File: config.mk
export PLATFORM = sky130hd
export DESIGN_NAME = depth_to_grayscale_level
export DESIGN_NICKNAME = d
export VERILOG_FILES = /design/src/rtl/dtgl_pkg.sv /design/src/rtl/dtgl_ctrl.sv /design/src/rtl/dtgl_datapath.sv /design/src/rtl/depth_to_grayscale_level.sv
export SDC_FILE = /design/constraint.sdc
export NUM_CORES = 1
export LEC_CHECK = 0
export ABC_AREA = 1
export BUFFER_PORTS_ARGS = -buffer_cell sky130_fd_sc_hd__buf_2
export CAP_MARGIN = 20
export CELL_PAD_IN_SITES_DETAIL_PLACEMENT = 0
export CELL_PAD_IN_SITES_GLOBAL_PLACEMENT = 2
export CORE_ASPECT_RATIO = 0.5
export CORE_MARGIN = 5
export CORE_UTILIZATION = 23
export DETAILED_ROUTE_END_ITERATION = 6
export PLACE_DENSITY = 0.61
export SLEW_MARGIN = 20
export SYNTH_ARGS = -nofsm -noshare
export SYNTH_HDL_FRONTEND = slang
export SYNTH_HIERARCHICAL = 1
export SYNTH_SLANG_ARGS = --single-unit
File: constraint.sdc
create_clock -name i_clk -period 8.2 [get_ports i_clk]
set_input_delay 0.41 -clock i_clk [delete_from_list [all_inputs] [get_ports i_clk]]
set_output_delay 0.41 -clock i_clk [all_outputs]
set_load 0.02 [all_outputs]
File: src/rtl/dtgl_pkg.sv
// shared types and constants for the depth to grayscale level block
`default_nettype none
package dtgl_pkg;

    localparam int DIST_W    = 32;
    localparam int QUOT_W    = 16;
    localparam int FRAC_W    = 17;
    localparam int LEVEL_W   = 4;
    localparam int CFG_IDX_W = 1;
    localparam int CFG_W     = 17;
    localparam int STEP_W    = 4;

    localparam logic [FRAC_W-1:0]  ONE_Q16       = 17'd65536;
    localparam logic [20:0]        HALF_Q16      = 21'd32768;
    localparam logic [FRAC_W-1:0]  FLOOR_RESET   = 17'd6554;
    localparam logic [LEVEL_W-1:0] TOP_RESET     = 4'd10;
    localparam logic [STEP_W-1:0]  LAST_STEP     = 4'd15;

    localparam logic [CFG_IDX_W-1:0] REG_BRIGHTNESS_FLOOR = 1'd0;
    localparam logic [CFG_IDX_W-1:0] REG_TOP_LEVEL        = 1'd1;

    localparam logic MODE_GATHER  = 1'b0;
    localparam logic MODE_CONVERT = 1'b1;

    typedef enum logic [1:0] {
        ST_IDLE,
        ST_SETUP,
        ST_DIV,
        ST_DONE
    } t_dtgl_state;

    typedef struct packed {
        logic capture;
        logic gather;
        logic setup;
        logic step;
        logic finish;
    } t_dtgl_cmd;

    typedef struct packed {
        logic last_step;
        logic out_free;
    } t_dtgl_status;

endpackage
`default_nettype wire

File: src/rtl/dtgl_ctrl.sv
// controller state machine: input handshake, division sequencing, result hand-off
`default_nettype none
module dtgl_ctrl import dtgl_pkg::*; (
    input  wire          i_clk,
    input  wire          i_rst_n,
    input  wire          i_valid,
    input  wire          i_mode,
    input  wire t_dtgl_status i_status,
    output logic         o_ready,
    output t_dtgl_cmd    o_cmd
);

    t_dtgl_state r_state;
    t_dtgl_state n_state;

    always_ff @(posedge i_clk) begin
        if (!i_rst_n) begin
            r_state <= ST_IDLE;
        end else begin
            r_state <= n_state;
        end
    end

    always_comb begin
        n_state = r_state;
        case (r_state)
            ST_IDLE: begin
                if (i_valid && i_mode == MODE_CONVERT) n_state = ST_SETUP;
            end
            ST_SETUP: begin
                n_state = ST_DIV;
            end
            ST_DIV: begin
                if (i_status.last_step) n_state = ST_DONE;
            end
            ST_DONE: begin
                if (i_status.out_free) n_state = ST_IDLE;
            end
            default: begin
                n_state = ST_IDLE;
            end
        endcase
    end

    always_comb begin
        o_ready = 1'b0;
        o_cmd   = '0;
        case (r_state)
            ST_IDLE: begin
                o_ready        = 1'b1;
                o_cmd.capture  = i_valid && (i_mode == MODE_CONVERT);
                o_cmd.gather   = i_valid && (i_mode == MODE_GATHER);
            end
            ST_SETUP: begin
                o_cmd.setup = 1'b1;
            end
            ST_DIV: begin
                o_cmd.step = 1'b1;
            end
            ST_DONE: begin
                o_cmd.finish = i_status.out_free;
            end
            default: begin
                o_ready = 1'b0;
            end
        endcase
    end

    a_capture_to_setup: assert property (@(posedge i_clk) disable iff (!i_rst_n)
        o_cmd.capture |=> r_state == ST_SETUP)
        else $error("convert word did not start setup");

    a_last_step_done: assert property (@(posedge i_clk) disable iff (!i_rst_n)
        (r_state == ST_DIV && i_status.last_step) |=> r_state == ST_DONE)
        else $error("division did not finish after last step");

    a_hold_until_free: assert property (@(posedge i_clk) disable iff (!i_rst_n)
        (r_state == ST_DONE && !i_status.out_free) |=> r_state == ST_DONE)
        else $error("result dropped while output register was full");

endmodule
`default_nettype wire

File: src/rtl/dtgl_datapath.sv
// datapath: statistics, config registers, serial divider, level mapping, output register
`default_nettype none
module dtgl_datapath import dtgl_pkg::*; (
    input  wire                  i_clk,
    input  wire                  i_rst_n,
    input  wire t_dtgl_cmd       i_cmd,
    output t_dtgl_status         o_status,
    input  wire [DIST_W-1:0]     i_distance,
    input  wire                  i_first_of_frame,
    input  wire                  i_cfg_we,
    input  wire [CFG_IDX_W-1:0]  i_cfg_idx,
    input  wire [CFG_W-1:0]      i_cfg_wdata,
    input  wire                  i_out_ready,
    output logic                 o_out_valid,
    output logic [LEVEL_W-1:0]   o_level,
    output logic                 o_hit
);

    logic [FRAC_W-1:0]  r_floor;
    logic [LEVEL_W-1:0] r_top;
    logic [DIST_W-1:0]  r_near;
    logic [DIST_W-1:0]  r_far;
    logic [DIST_W-1:0]  r_dist;
    logic [DIST_W-1:0]  r_rem;
    logic [DIST_W-1:0]  r_span;
    logic [QUOT_W-1:0]  r_quot;
    logic [STEP_W-1:0]  r_cnt;
    logic               r_zero_ratio;
    logic               r_sat;
    logic               r_out_valid;
    logic [LEVEL_W-1:0] r_level;
    logic               r_hit;

    // configuration
    always_ff @(posedge i_clk) begin
        if (!i_rst_n) begin
            r_floor <= FLOOR_RESET;
            r_top   <= TOP_RESET;
        end else if (i_cfg_we) begin
            case (i_cfg_idx)
                REG_BRIGHTNESS_FLOOR: r_floor <= i_cfg_wdata;
                REG_TOP_LEVEL:        r_top   <= i_cfg_wdata[LEVEL_W-1:0];
                default:              r_top   <= r_top;
            endcase
        end
    end

    // min/max gathering
    logic [DIST_W-1:0] n_near;
    logic [DIST_W-1:0] n_far;
    logic [DIST_W-1:0] base_near;
    logic [DIST_W-1:0] base_far;

    always_comb begin
        base_near = i_first_of_frame ? '1 : r_near;
        base_far  = i_first_of_frame ? '0 : r_far;
        n_near    = base_near;
        n_far     = base_far;
        if (i_distance != '0 && i_distance < base_near) n_near = i_distance;
        if (i_distance > base_far)                      n_far  = i_distance;
    end

    always_ff @(posedge i_clk) begin
        if (!i_rst_n) begin
            r_near <= '1;
            r_far  <= '0;
        end else if (i_cmd.gather) begin
            r_near <= n_near;
            r_far  <= n_far;
        end
    end

    // divider setup and one quotient bit per step
    logic [DIST_W-1:0] diff;
    logic [DIST_W-1:0] span;
    logic [DIST_W:0]   rem2;
    logic [DIST_W:0]   rem_sub;
    logic              ge;

    assign diff    = r_dist - r_near;
    assign span    = r_far - r_near;
    assign rem2    = {r_rem, 1'b0};
    assign rem_sub = rem2 - {1'b0, r_span};
    assign ge      = rem2 >= {1'b0, r_span};

    always_ff @(posedge i_clk) begin
        if (i_cmd.capture) r_dist <= i_distance;
        if (i_cmd.setup) begin
            r_zero_ratio <= (r_far <= r_near) || (r_dist <= r_near);
            r_sat        <= diff >= span;
            r_rem        <= diff;
            r_span       <= span;
        end else if (i_cmd.step) begin
            r_rem  <= ge ? rem_sub[DIST_W-1:0] : rem2[DIST_W-1:0];
            r_quot <= {r_quot[QUOT_W-2:0], ge};
        end
    end

    always_ff @(posedge i_clk) begin
        if (!i_rst_n) begin
            r_cnt <= '0;
        end else if (i_cmd.setup) begin
            r_cnt <= '0;
        end else if (i_cmd.step) begin
            r_cnt <= r_cnt + 1'b1;
        end
    end

    // brightness and level
    logic [FRAC_W-1:0]  ratio;
    logic [FRAC_W-1:0]  bright;
    logic [FRAC_W-1:0]  bright_cl;
    logic [20:0]        scaled;
    logic [4:0]         lv;
    logic [LEVEL_W-1:0] lv_cl;

    always_comb begin
        if (r_zero_ratio)  ratio = '0;
        else if (r_sat)    ratio = ONE_Q16;
        else               ratio = {1'b0, r_quot};
        bright    = ONE_Q16 - ratio;
        bright_cl = (bright <= r_floor) ? r_floor : bright;
        // times ten as shift-add, plus one half for round half up
        scaled    = ({4'd0, bright_cl} << 3) + ({4'd0, bright_cl} << 1) + HALF_Q16;
        lv        = scaled[20:16];
        lv_cl     = (lv > {1'b0, r_top}) ? r_top : lv[LEVEL_W-1:0];
    end

    // output register
    always_ff @(posedge i_clk) begin
        if (!i_rst_n) begin
            r_out_valid <= 1'b0;
        end else if (i_cmd.finish) begin
            r_out_valid <= 1'b1;
        end else if (i_out_ready) begin
            r_out_valid <= 1'b0;
        end
    end

    always_ff @(posedge i_clk) begin
        if (i_cmd.finish) begin
            r_hit   <= r_dist != '0;
            r_level <= (r_dist != '0) ? lv_cl : '0;
        end
    end

    assign o_status.last_step = i_cmd.step && (r_cnt == LAST_STEP);
    assign o_status.out_free  = !r_out_valid || i_out_ready;
    assign o_out_valid        = r_out_valid;
    assign o_level            = r_level;
    assign o_hit              = r_hit;

    a_finish_loads: assert property (@(posedge i_clk) disable iff (!i_rst_n)
        i_cmd.finish |=> r_out_valid)
        else $error("finished result not loaded");

    a_miss_level_zero: assert property (@(posedge i_clk) disable iff (!i_rst_n)
        (r_out_valid && !r_hit) |-> r_level == '0)
        else $error("miss with nonzero level");

    a_count_wraps: assert property (@(posedge i_clk) disable iff (!i_rst_n)
        o_status.last_step |=> r_cnt == '0)
        else $error("step counter out of sequence");

endmodule
`default_nettype wire

File: src/rtl/depth_to_grayscale_level.sv
// Maps ray-hit distances to grayscale levels by depth falloff. Each frame goes
// through twice: words with tuser mode 0 gather the nearest nonzero and farthest
// distance (tuser first_of_frame restarts them) as they are accepted and give no
// result; words with mode 1 give one result word each. A convert word passes
// through a setup state, the 16 step serial restoring divider that forms the
// falloff ratio and a mapping state that loads the result; the mapping state
// waits while the output register still holds an unaccepted result. A gather word
// is taken as soon as the block is idle. The input is accepted again once the
// result is loaded into the output register, while it waits there, so no new
// convert word is taken while the last is still in the divider.
`default_nettype none
module depth_to_grayscale_level import dtgl_pkg::*; (
    input  wire                  i_clk,
    input  wire                  i_rst_n,
    input  wire                  s_axis_tvalid,
    output logic                 s_axis_tready,
    input  wire [31:0]           s_axis_tdata,  // [31:0] distance
    input  wire [1:0]            s_axis_tuser,  // [0] mode, [1] first_of_frame
    output logic                 m_axis_tvalid,
    input  wire                  m_axis_tready,
    output logic [7:0]           m_axis_tdata,  // [3:0] level, [7:4] zero
    output logic [0:0]           m_axis_tuser,  // [0] hit
    input  wire                  i_cfg_we,
    input  wire [CFG_IDX_W-1:0]  i_cfg_idx,
    input  wire [CFG_W-1:0]      i_cfg_wdata
);

    t_dtgl_cmd          cmd;
    t_dtgl_status       status;
    logic [LEVEL_W-1:0] level;
    logic               hit;

    dtgl_ctrl u_ctrl (
        .i_clk    (i_clk),
        .i_rst_n  (i_rst_n),
        .i_valid  (s_axis_tvalid),
        .i_mode   (s_axis_tuser[0]),
        .i_status (status),
        .o_ready  (s_axis_tready),
        .o_cmd    (cmd)
    );

    dtgl_datapath u_datapath (
        .i_clk            (i_clk),
        .i_rst_n          (i_rst_n),
        .i_cmd            (cmd),
        .o_status         (status),
        .i_distance       (s_axis_tdata),
        .i_first_of_frame (s_axis_tuser[1]),
        .i_cfg_we         (i_cfg_we),
        .i_cfg_idx        (i_cfg_idx),
        .i_cfg_wdata      (i_cfg_wdata),
        .i_out_ready      (m_axis_tready),
        .o_out_valid      (m_axis_tvalid),
        .o_level          (level),
        .o_hit            (hit)
    );

    assign m_axis_tdata = {4'd0, level};
    assign m_axis_tuser = hit;

endmodule
`default_nettype wire

Yosys cells after proc, flatten, opt, wreduce, memory -nomap -nowiden
Index checks and enable logic that the tools add are counted.
- register bits: 211
- input bits: 57
- output and inout bits: 11
- word-level logic and storage cells: 80
- add/subtract/negate cells: 7
- $lt $le $gt $ge: 8
- equal/unequal tests: 7
- multiplexer cells: 22
- bitwise logic cells: 4
- reduce and logical (&&, ||, !) cells: 17
- operator list (operator ; count):
    $mux W32 ; 7
    $sub A32 B32 Y32 ; 3
    $le A32 B32 Y1 ; 2
    $reduce_bool A32 Y1 ; 2
    $mux W17 ; 3
    $ge A33 B32 Y1 ; 1
    $ge A32 B32 Y1 ; 1
    $gt A32 B32 Y1 ; 1
    $lt A32 B32 Y1 ; 1
    $add A20 B18 Y21 ; 1
    $add A21 B16 Y21 const B ; 1
    $le A17 B17 Y1 ; 1
    $sub A17 B17 Y17 const A ; 1
    $mux W2 ; 4
    $pmux W2 S4 ; 1
    $mux W1 ; 6
    $reduce_and A2 Y1 ; 3
    $gt A5 B4 Y1 ; 1
    $add A4 B1 Y4 const B ; 1
    $eq A2 B2 Y1 const B ; 2
    $eq A4 B4 Y1 const B ; 1
    $logic_and A1 B1 Y1 ; 4
    $mux W4 ; 1
    $ne A2 B1 Y1 const B ; 2
    9 further kinds ; 14

Depth between registers and ports, before layout
Gate-level depths: netlist (run 1).
- word-level depth: 9
- depth in mapped cells: 49
- gate-level depth less buffers: 47

By module
Netlist (run 1), hierarchy kept.
- by module, submodules not included (module ; times used ; cells an instance ; area an instance (um^2) ; seq. area each (um^2)):
    dtgl_datapath ; 1 ; 2400 ; 17663.2 ; 5375.2
    dtgl_ctrl ; 1 ; 31 ; 217.7 ; 40.0
    depth_to_grayscale_level ; 1 ; 5 ; 33.8 ; 0.0

Worst setup path after synthesis (run 1)
OpenSTA, ideal clock, no wires.
- path type: register -> register
- start: register u_datapath.r_zero_ratio
- end: register u_datapath.r_level[2], in the netlist u_datapath/o_level[2] (data pin)
- library setup time: 0.253 ns
- arrival time: 5.774 ns
- data required time: 7.947 ns
- slack: 2.173 ns
- cell stages (with the launch flop): 46
- buffers on the path: 2
- clock period less this slack: 6.027 ns
- cells stage by stage: edfxtp_1 > nor2_2 > buf_6 > nand2_2 > ha_1 > nand2_1 > nor3_2 > and3_1 > nand2_1 > nor3_1 > o21ai_0 > inv_1 > ha_1 > nand2_1 > nor2_1 > nand2_1 > nor2_1 > nor2_1 > [... 10 more ...] > a21oi_1 > o21ai_0 > inv_1 > o21ai_0 > a31oi_1 > nand2_1 > nand2_1 > nand2_1 > ha_1 > a21oi_1 > o21ai_0 > a21oi_1 > o21bai_1 > nand3_1 > a21oi_2 > nand2_2 > nor2_1 > nor2_1
- cells in the longest elaborated chain, start to end: 8
- ends and longest elaborated chain (element ; line ; source):
    start: declaration ; dtgl_datapath.sv:28 ; logic r_zero_ratio;
    start signal: assignment ; dtgl_datapath.sv:89 ; r_zero_ratio <= (r_far <= r_near) || (r_dist <= r_near);
    $mux W17 * ; dtgl_datapath.sv:118 ; if (r_zero_ratio) ratio = '0;
    $sub A17 B17 Y17 * ; dtgl_datapath.sv:121 ; bright = ONE_Q16 - ratio;
    $le A17 B17 Y1 ; dtgl_datapath.sv:122 ; bright_cl = (bright <= r_floor) ? r_floor : bright;
    $mux W17 * ; dtgl_datapath.sv:122 ;
    $add A20 B18 Y21 * ; dtgl_datapath.sv:124 ; scaled = ({4'd0, bright_cl} << 3) + ({4'd0, bright_cl} << 1) + HALF_Q16;
    $add A21 B16 Y21 * ; dtgl_datapath.sv:124 ;
    $gt A5 B4 Y1 ; dtgl_datapath.sv:126 ; lv_cl = (lv > {1'b0, r_top}) ? r_top : lv[LEVEL_W-1:0];
    $mux W4 * ; dtgl_datapath.sv:126 ;
    end signal: assignment ; dtgl_datapath.sv:143 ; r_level <= (r_dist != '0) ? lv_cl : '0;
    end: declaration ; dtgl_datapath.sv:31 ; logic [LEVEL_W-1:0] r_level;
Mark *: on every way between the ends. The rest lies on a longest branch, timed or not.
A chain may end at the register's enable or synchronous reset.

Final worst setup path (run 1)
Ends and elaborated chain as after synthesis.

==> results.sh, run 1 <==
export IMPL_grt_overflow=0
export IMPL_synth_avg_cell_area_um2=7.35
export IMPL_layout_cells_non_filler=3536
export IMPL_holdPathStages=3
export IMPL_fin_nets=2778
export IMPL_clockPowerShare_pct=19.1
export IMPL_io_buffers=63
export IMPL_grt_first_pass_wirelength_um=91600
export IMPL_p_comb_share_pct=53.2
export IMPL_wl_per_cell_um=16.4
export IMPL_slew_viol_final=0
export IMPL_wl_um=58100
export IMPL_p_int_uw=3300
export IMPL_leakagePower_uw=0.00940
export IMPL_htreeDepth=1
export IMPL_power_uw=6030
export IMPL_insertion_delay_ns=0.57
export IMPL_antenna_found_initial=0
export IMPL_p_sw_share_pct=45.4
export IMPL_post_cts_buffers=0
export IMPL_place_ws_ns=0.761
export IMPL_setup_viol=0
export IMPL_drc=0
export IMPL_synthArstFlopShare_pct=0
export IMPL_relSlewSlack_pct=39.3
export IMPL_hpwl_um=46100
export IMPL_yosys_warnings=6
export IMPL_rr_worst_depth=44
export IMPL_fmax_mhz=138
export IMPL_rsz0062_at_grt="no"
export IMPL_finalClockSkew_ns=0.0262
export IMPL_num_rows=72
export IMPL_start_util_pct=23.2
export IMPL_dieWidth_um=405
export IMPL_avgViaCountPerCell=4.48
export IMPL_crit_path_start_kind="flop"
export IMPL_drt_iter0_markers=874
export IMPL_grt_pass1_vias=15806
export IMPL_post_route_util_pct=26.3
export IMPL_ys_ff_latch=211
export IMPL_place_inst=3487
export IMPL_hold_viol_final=0
export IMPL_synth_seq_area_share_pct=30.2
export IMPL_cts_sinks=211
export IMPL_cts_root_buf="clkbuf_16"
export IMPL_die_area_mm2=0.0839
export IMPL_grt_usage_pct=13.7
export IMPL_vdd_ir_drop_max_v=0.000150
export IMPL_end_kind="flop"
export IMPL_path_max_fanout=18
export IMPL_seq_power_share_pct=27.6
export IMPL_ctsHoldBuffers=0
export IMPL_cpMostUsedCell="nand2_1"
export IMPL_ys_flop_type="edfxtp_1"
export IMPL_place_congestion=0.803
export IMPL_numCtsBuffers=26
export IMPL_syn_area_mm2=0.0179
export IMPL_synth_cell_types=51
export IMPL_grt_max_degree=74
export IMPL_crit_path_top_delay_cell="edfxtp_1"
export IMPL_num_antenna_cells=0
export IMPL_crit_type="reg2reg"
export IMPL_tightest_slew_ns=0.911
export IMPL_top_level_ports=68
export IMPL_maxCapViolCount=0
export IMPL_p_per_area_mw_per_mm2=298
export IMPL_required_ns=8.51
export IMPL_area_growth_pct=13.1
export IMPL_hold_class="in2reg"
export IMPL_drt_pre_antenna_iters=5
export IMPL_clk_pin_slew_ns=0.06
export IMPL_drive_gt1_share_pct=6.48
export IMPL_arrival_ns=7.56
export IMPL_core_mm2=0.0772
export IMPL_die_h_um=207
export IMPL_clk_path_buf_depth=3
export IMPL_cts_tree="built"
export IMPL_ant_nets=0
export IMPL_max_stage_delay_ns=0.50
export IMPL_synth_edf_count=119
export IMPL_layout_min_cycle_time_ns=7.25
export IMPL_setup_slack_ns=0.947
export IMPL_syn_inst=2436
export IMPL_p_switching_uw=2730
export IMPL_finalSetupTns_ns=0
export IMPL_num_vias=15854
export IMPL_status="finished clean"
export IMPL_min_period_over_period_pct=88.5
final timing paths:
path,startpoint,end,slack (ns)
min,i_cfg_wdata[4],u_datapath/r_floor[4],0.07
min reg2reg,u_datapath/r_quot[14],u_datapath/r_quot[15],0.46
max,u_datapath/r_zero_ratio,u_datapath/o_level[2],0.95
max reg2reg,u_datapath/r_zero_ratio,u_datapath/o_level[2],0.95
layer usage:
metal | up-vias | part of all wire, % | track usage (%) | wire [um]
met5 | - | 0 | 0 | 0
met4 | 0 | 1.6 | 2.25 | 951
met3 | 52 | 2.7 | 1.52 | 1580
met2 | 181 | 42 | 21.0 | 24400
met1 | 7277 | 54 | 20.8 | 31100
li1 | 8344 | - | - | -
synth_stat cells, types with 14 or more instances:
cell type	number	area, um^2
nand3_1	84	420
nand2_1	588	2210
xor2_1	77	674
dfxtp_1	92	1840
nor2_1	159	597
o21ai_0	149	746
clkbuf_1	49	184
nor4_1	25	156
xnor2_1	31	272
o211ai_1	51	383
nor3_1	23	115
edfxtp_1	119	3570
a31oi_1	14	87.6
a21oi_1	256	1280
ha_1	238	2980
inv_1	322	1210
nand4_1	31	194
sequential cells by signal (all words and copies together) (netlist names):
register / cells
u_datapath/r_far: 32
u_datapath/r_zero_ratio: 1
u_datapath/r_quot: 16
u_ctrl/r_state: 2
u_datapath/r_top: 4
u_datapath/r_span: 32
u_datapath/o_out_valid: 1
u_datapath/r_cnt: 4
u_datapath/r_floor: 17
u_datapath/r_sat: 1
u_datapath/r_near: 32
u_datapath/o_level: 4
u_datapath/o_hit: 1
u_datapath/r_rem: 32
u_datapath/r_dist: 32
through the flow:
step	area, um^2	hold slack, ns
after floorplan	17900	0.426
after global placement	19400	0.442
after detailed placement	19400	0.441
after CTS	20200	0.0335
after global routing	20300	0.0547
final	20300	0.0738
power by group through the flow:
| stage | combinational, uW | sequential [uW] | clock [uW] |
|---|---|---|---|
| detailed placement | 3220 | 1690 | 0 |
| CTS | 3240 | 1670 | 1200 |
| global placement | 3250 | 1680 | 0 |
| global route | 3710 | 1700 | 1240 |
| floorplan | 2350 | 1640 | 0 |
| finish | 3210 | 1670 | 1150 |
cell families (layout without fill, tap and decap cells):
group                      count (synthesis)  after routing  synth area share, %
and+or+nand+nor                          933            933                 21.7
DFF                                      211            211                 30.2
AOI/OAI and AO/OA                        549            549                 17.4
adders and majority gates                241            241                 17.0
buffers and inverters                    393            454                 8.49
xor gates and xnor gates                 108            108                 5.28
other                                      1              4               0.0209
area by class of cell:
cell class	count	area (um^2)
inverter	329	1250
timing repair buffer	77	440
fill	8516	56900
multi-input combinational	1835	11000
clock buffer	39	782
sequential	211	5420
tap	1036	1300
clock inverter	9	55.1
layout by cell type (no fill, tap or decap), types with 13 or more instances in the layout:
cell       count
o211ai_1      51
o21bai_1      13
nor4_1        25
edfxtp_1     119
inv_1        321
xor2_1        77
a21oi_1      256
nand4_1       31
clkbuf_16     28
o21ai_0      149
nor2_1       157
buf_4         13
a31oi_1       14
dfxtp_1       92
nor3_1        23
buf_2         63
nand3_1       84
nand2_1      586
ha_1         237
xnor2_1       31
critical path: cells and delay by family (launching register included):
| family | cells | cell delay [ns] |
|---|---|---|
| and+or+nand+nor | 22 | 2.55 |
| AOI/OAI and AO/OA | 11 | 1.89 |
| adders and majority gates | 5 | 1.48 |
| buffers and inverters | 6 | 0.57 |
| DFF | 1 | 0.50 |
what timing repair did:
item / in CTS / in global routing
gates resized for setup: 0 / 1
hold endpoints to repair: 0 / 0
setup endpoints to repair: 0 / 4
(Power assumes the default switching activity.)
==> run 2, diff against run 1 <==
Clock period 8.2 ns to 7.1 ns, I/O delays scaled along.
==> run 2 against run 1 <==
First-iteration DRC count is 4.3% lower. Critical endpoint is now u_datapath/o_level[1]. Via count fell by 0.74%. Design area rose by 0.30%. Largest power group unchanged. Total power up 16%. Combinational power rose by 16%. Cell count rose by 0.17%. Critical path depth fell by 1.
==> results.sh, run 2 (synthesis results as in run 1) <==
export IMPL_crit_type="reg2reg"
export IMPL_slew_viol_final=0
export IMPL_hold_viol_final=0
export IMPL_area_growth_pct=13.5
export IMPL_hpwl_um=46200
export IMPL_r2r_end="u_datapath/o_level[1]"
export IMPL_hold_class="in2reg"
export IMPL_grt_first_pass_wirelength_um=91100
export IMPL_layout_cells_non_filler=3542
export IMPL_power_uw=7020
export IMPL_final_cell_mix="586 x nand2_1, 321 x inv_1, 256 x a21oi_1"
export IMPL_tightest_slew_ns=1.10
export IMPL_antenna_found_initial=0
export IMPL_layout_commonest_cell="nand2_1"
export IMPL_crit_path_top_delay_cell="edfxtp_1"
export IMPL_path_max_fanout=18
export IMPL_layout_min_cycle_time_ns=6.37
export IMPL_cts_sinks=211
export IMPL_crit_path_start_kind="flop"
export IMPL_max_stage_delay_ns=0.43
export IMPL_num_antenna_cells=0
export IMPL_die_area_mm2=0.0839
export IMPL_leakagePower_uw=0.00943
export IMPL_rsz0062_at_grt="no"
export IMPL_num_rows=72
export IMPL_grt_max_degree=85
export IMPL_status="finished clean"
export IMPL_required_ns=7.41
export IMPL_clk_pin_slew_ns=0.06
export IMPL_rr_startpoint="u_datapath/r_zero_ratio"
export IMPL_drc=0
export IMPL_num_vias=15737
export IMPL_io_buffers=63
export IMPL_clk_path_buf_depth=3
export IMPL_r2r_setup_slack_ns=0.73
export IMPL_fin_nets=2785
export IMPL_htreeDepth=1
export IMPL_start_util_pct=23.2
export IMPL_avgViaCountPerCell=4.44
export IMPL_cts_root_buf="clkbuf_16"
export IMPL_cpMostUsedCell="nand2_1"
export IMPL_finalSetupTns_ns=0
export IMPL_grt_pass1_vias=15611
export IMPL_arrival_ns=6.68
export IMPL_p_per_area_mw_per_mm2=345
export IMPL_drive_gt1_share_pct=6.54
export IMPL_min_period_over_period_pct=89.7
export IMPL_top_level_ports=68
export IMPL_insertion_delay_ns=0.58
export IMPL_maxCapViolCount=0
export IMPL_place_inst=3488
export IMPL_cts_tree="built"
export IMPL_numCtsBuffers=26
export IMPL_ant_nets=0
export IMPL_fmax_mhz=157
export IMPL_vdd_ir_drop_max_v=0.000185
export IMPL_die_h_um=207
export IMPL_holdPathStages=3
export IMPL_finalClockSkew_ns=0.0291
export IMPL_setup_viol=0
export IMPL_startpoint="u_datapath/r_zero_ratio"
export IMPL_wl_per_cell_um=16.5
export IMPL_dieWidth_um=405
export IMPL_rr_worst_depth=43
export IMPL_grt_overflow=0
export IMPL_hold_path_startpoint="i_cfg_wdata[0]"
export IMPL_core_mm2=0.0772
export IMPL_grt_usage_pct=13.6
export IMPL_relSlewSlack_pct=26.2
export IMPL_wl_um=58300
export IMPL_place_congestion=0.807
export IMPL_drt_pre_antenna_iters=5
export IMPL_hold_path_end="u_datapath/r_floor[0]"
export IMPL_drt_iter0_markers=836
export IMPL_end_kind="flop"
## run 2: cell types whose count changed in the layout (fill, tap and decap cells not counted), moves of 2 or more
cell           previous run  this run
clkbuf_8                  4         0
o21ai_0                 149       144
buf_4                    13        16
bufinv_16                 0         3
o21ai_1                   5        10
dlygate4sd3_1             0         5
inv_6                     0         2
clkinv_2                  5         8
## run 2: what timing repair did
item,4_1_cts,5_1_grt
hold endpoints to repair,5,0
hold buffers,5,0
resized for setup,0,9
setup endpoints to repair,0,4
buffers inserted,0,2
## run 2: final cells by class
type / instances / area, um^2
clock buffers: 34 / 702
clock inverters: 13 / 145
well taps: 1036 / 1300
multi-input cells: 1835 / 11000
repair buffers: 84 / 485
fillers: 8506 / 56900
flip-flops and latches: 211 / 5420
inverters: 329 / 1250
## run 2: report_power, final
part | switching [uW] | internal [uW] | leakage (uW)
Clock | 590 | 805 | 0.000417
Sequential | 167 | 1750 | 0.00186
Combinational | 2420 | 1290 | 0.00716
Total | 3180 | 3850 | 0.00943
## run 2: worst max path at each step
stage,end,slack (ns),cells past startpoint
4_1_cts,u_datapath/o_level[1],0.41,43
3_5_place_dp,u_datapath/o_level[1],0.42,43
5_1_grt,u_datapath/o_level[0],0.02,43
2_1_floorplan,u_datapath/o_level[2],1.07,45
3_3_place_gp,u_datapath/o_level[2],0.55,43
6_report,u_datapath/o_level[1],0.73,43
## run 2: through the flow
| step | setup WS (ns) | hold slack [ns] | utilization [%] | cell area [um^2] |
|---|---|---|---|---|
| 4_1_cts | 0.406 | 0.00111 | 26.3 | 20300 |
| 5_1_grt | 0.0169 | 0.0395 | 26.3 | 20300 |
| 6_report | 0.735 | 0.0473 | 26.3 | 20300 |
| 2_1_floorplan | 1.07 | 0.426 | - | 17900 |
| 3_3_place_gp | 0.545 | 0.441 | 25.1 | 19400 |
| 3_5_place_dp | 0.420 | 0.437 | 25.1 | 19400 |
## run 2: layer usage
layer  GRT usage (%)  routed length (um)
met3            1.41                1640
met4            2.69                1130
met1            20.8               31300
met2            20.8               24200
met5               0                   0
## run 2: critical path, delay by kind of cell (launching register included)
kind / cells / cell delay, ns
adders and majority gates: 5 / 1.43
AOI/OAI and AO/OA: 11 / 1.59
DFF: 1 / 0.43
buffers and inverters: 5 / 0.41
and+or+nand+nor: 22 / 2.26
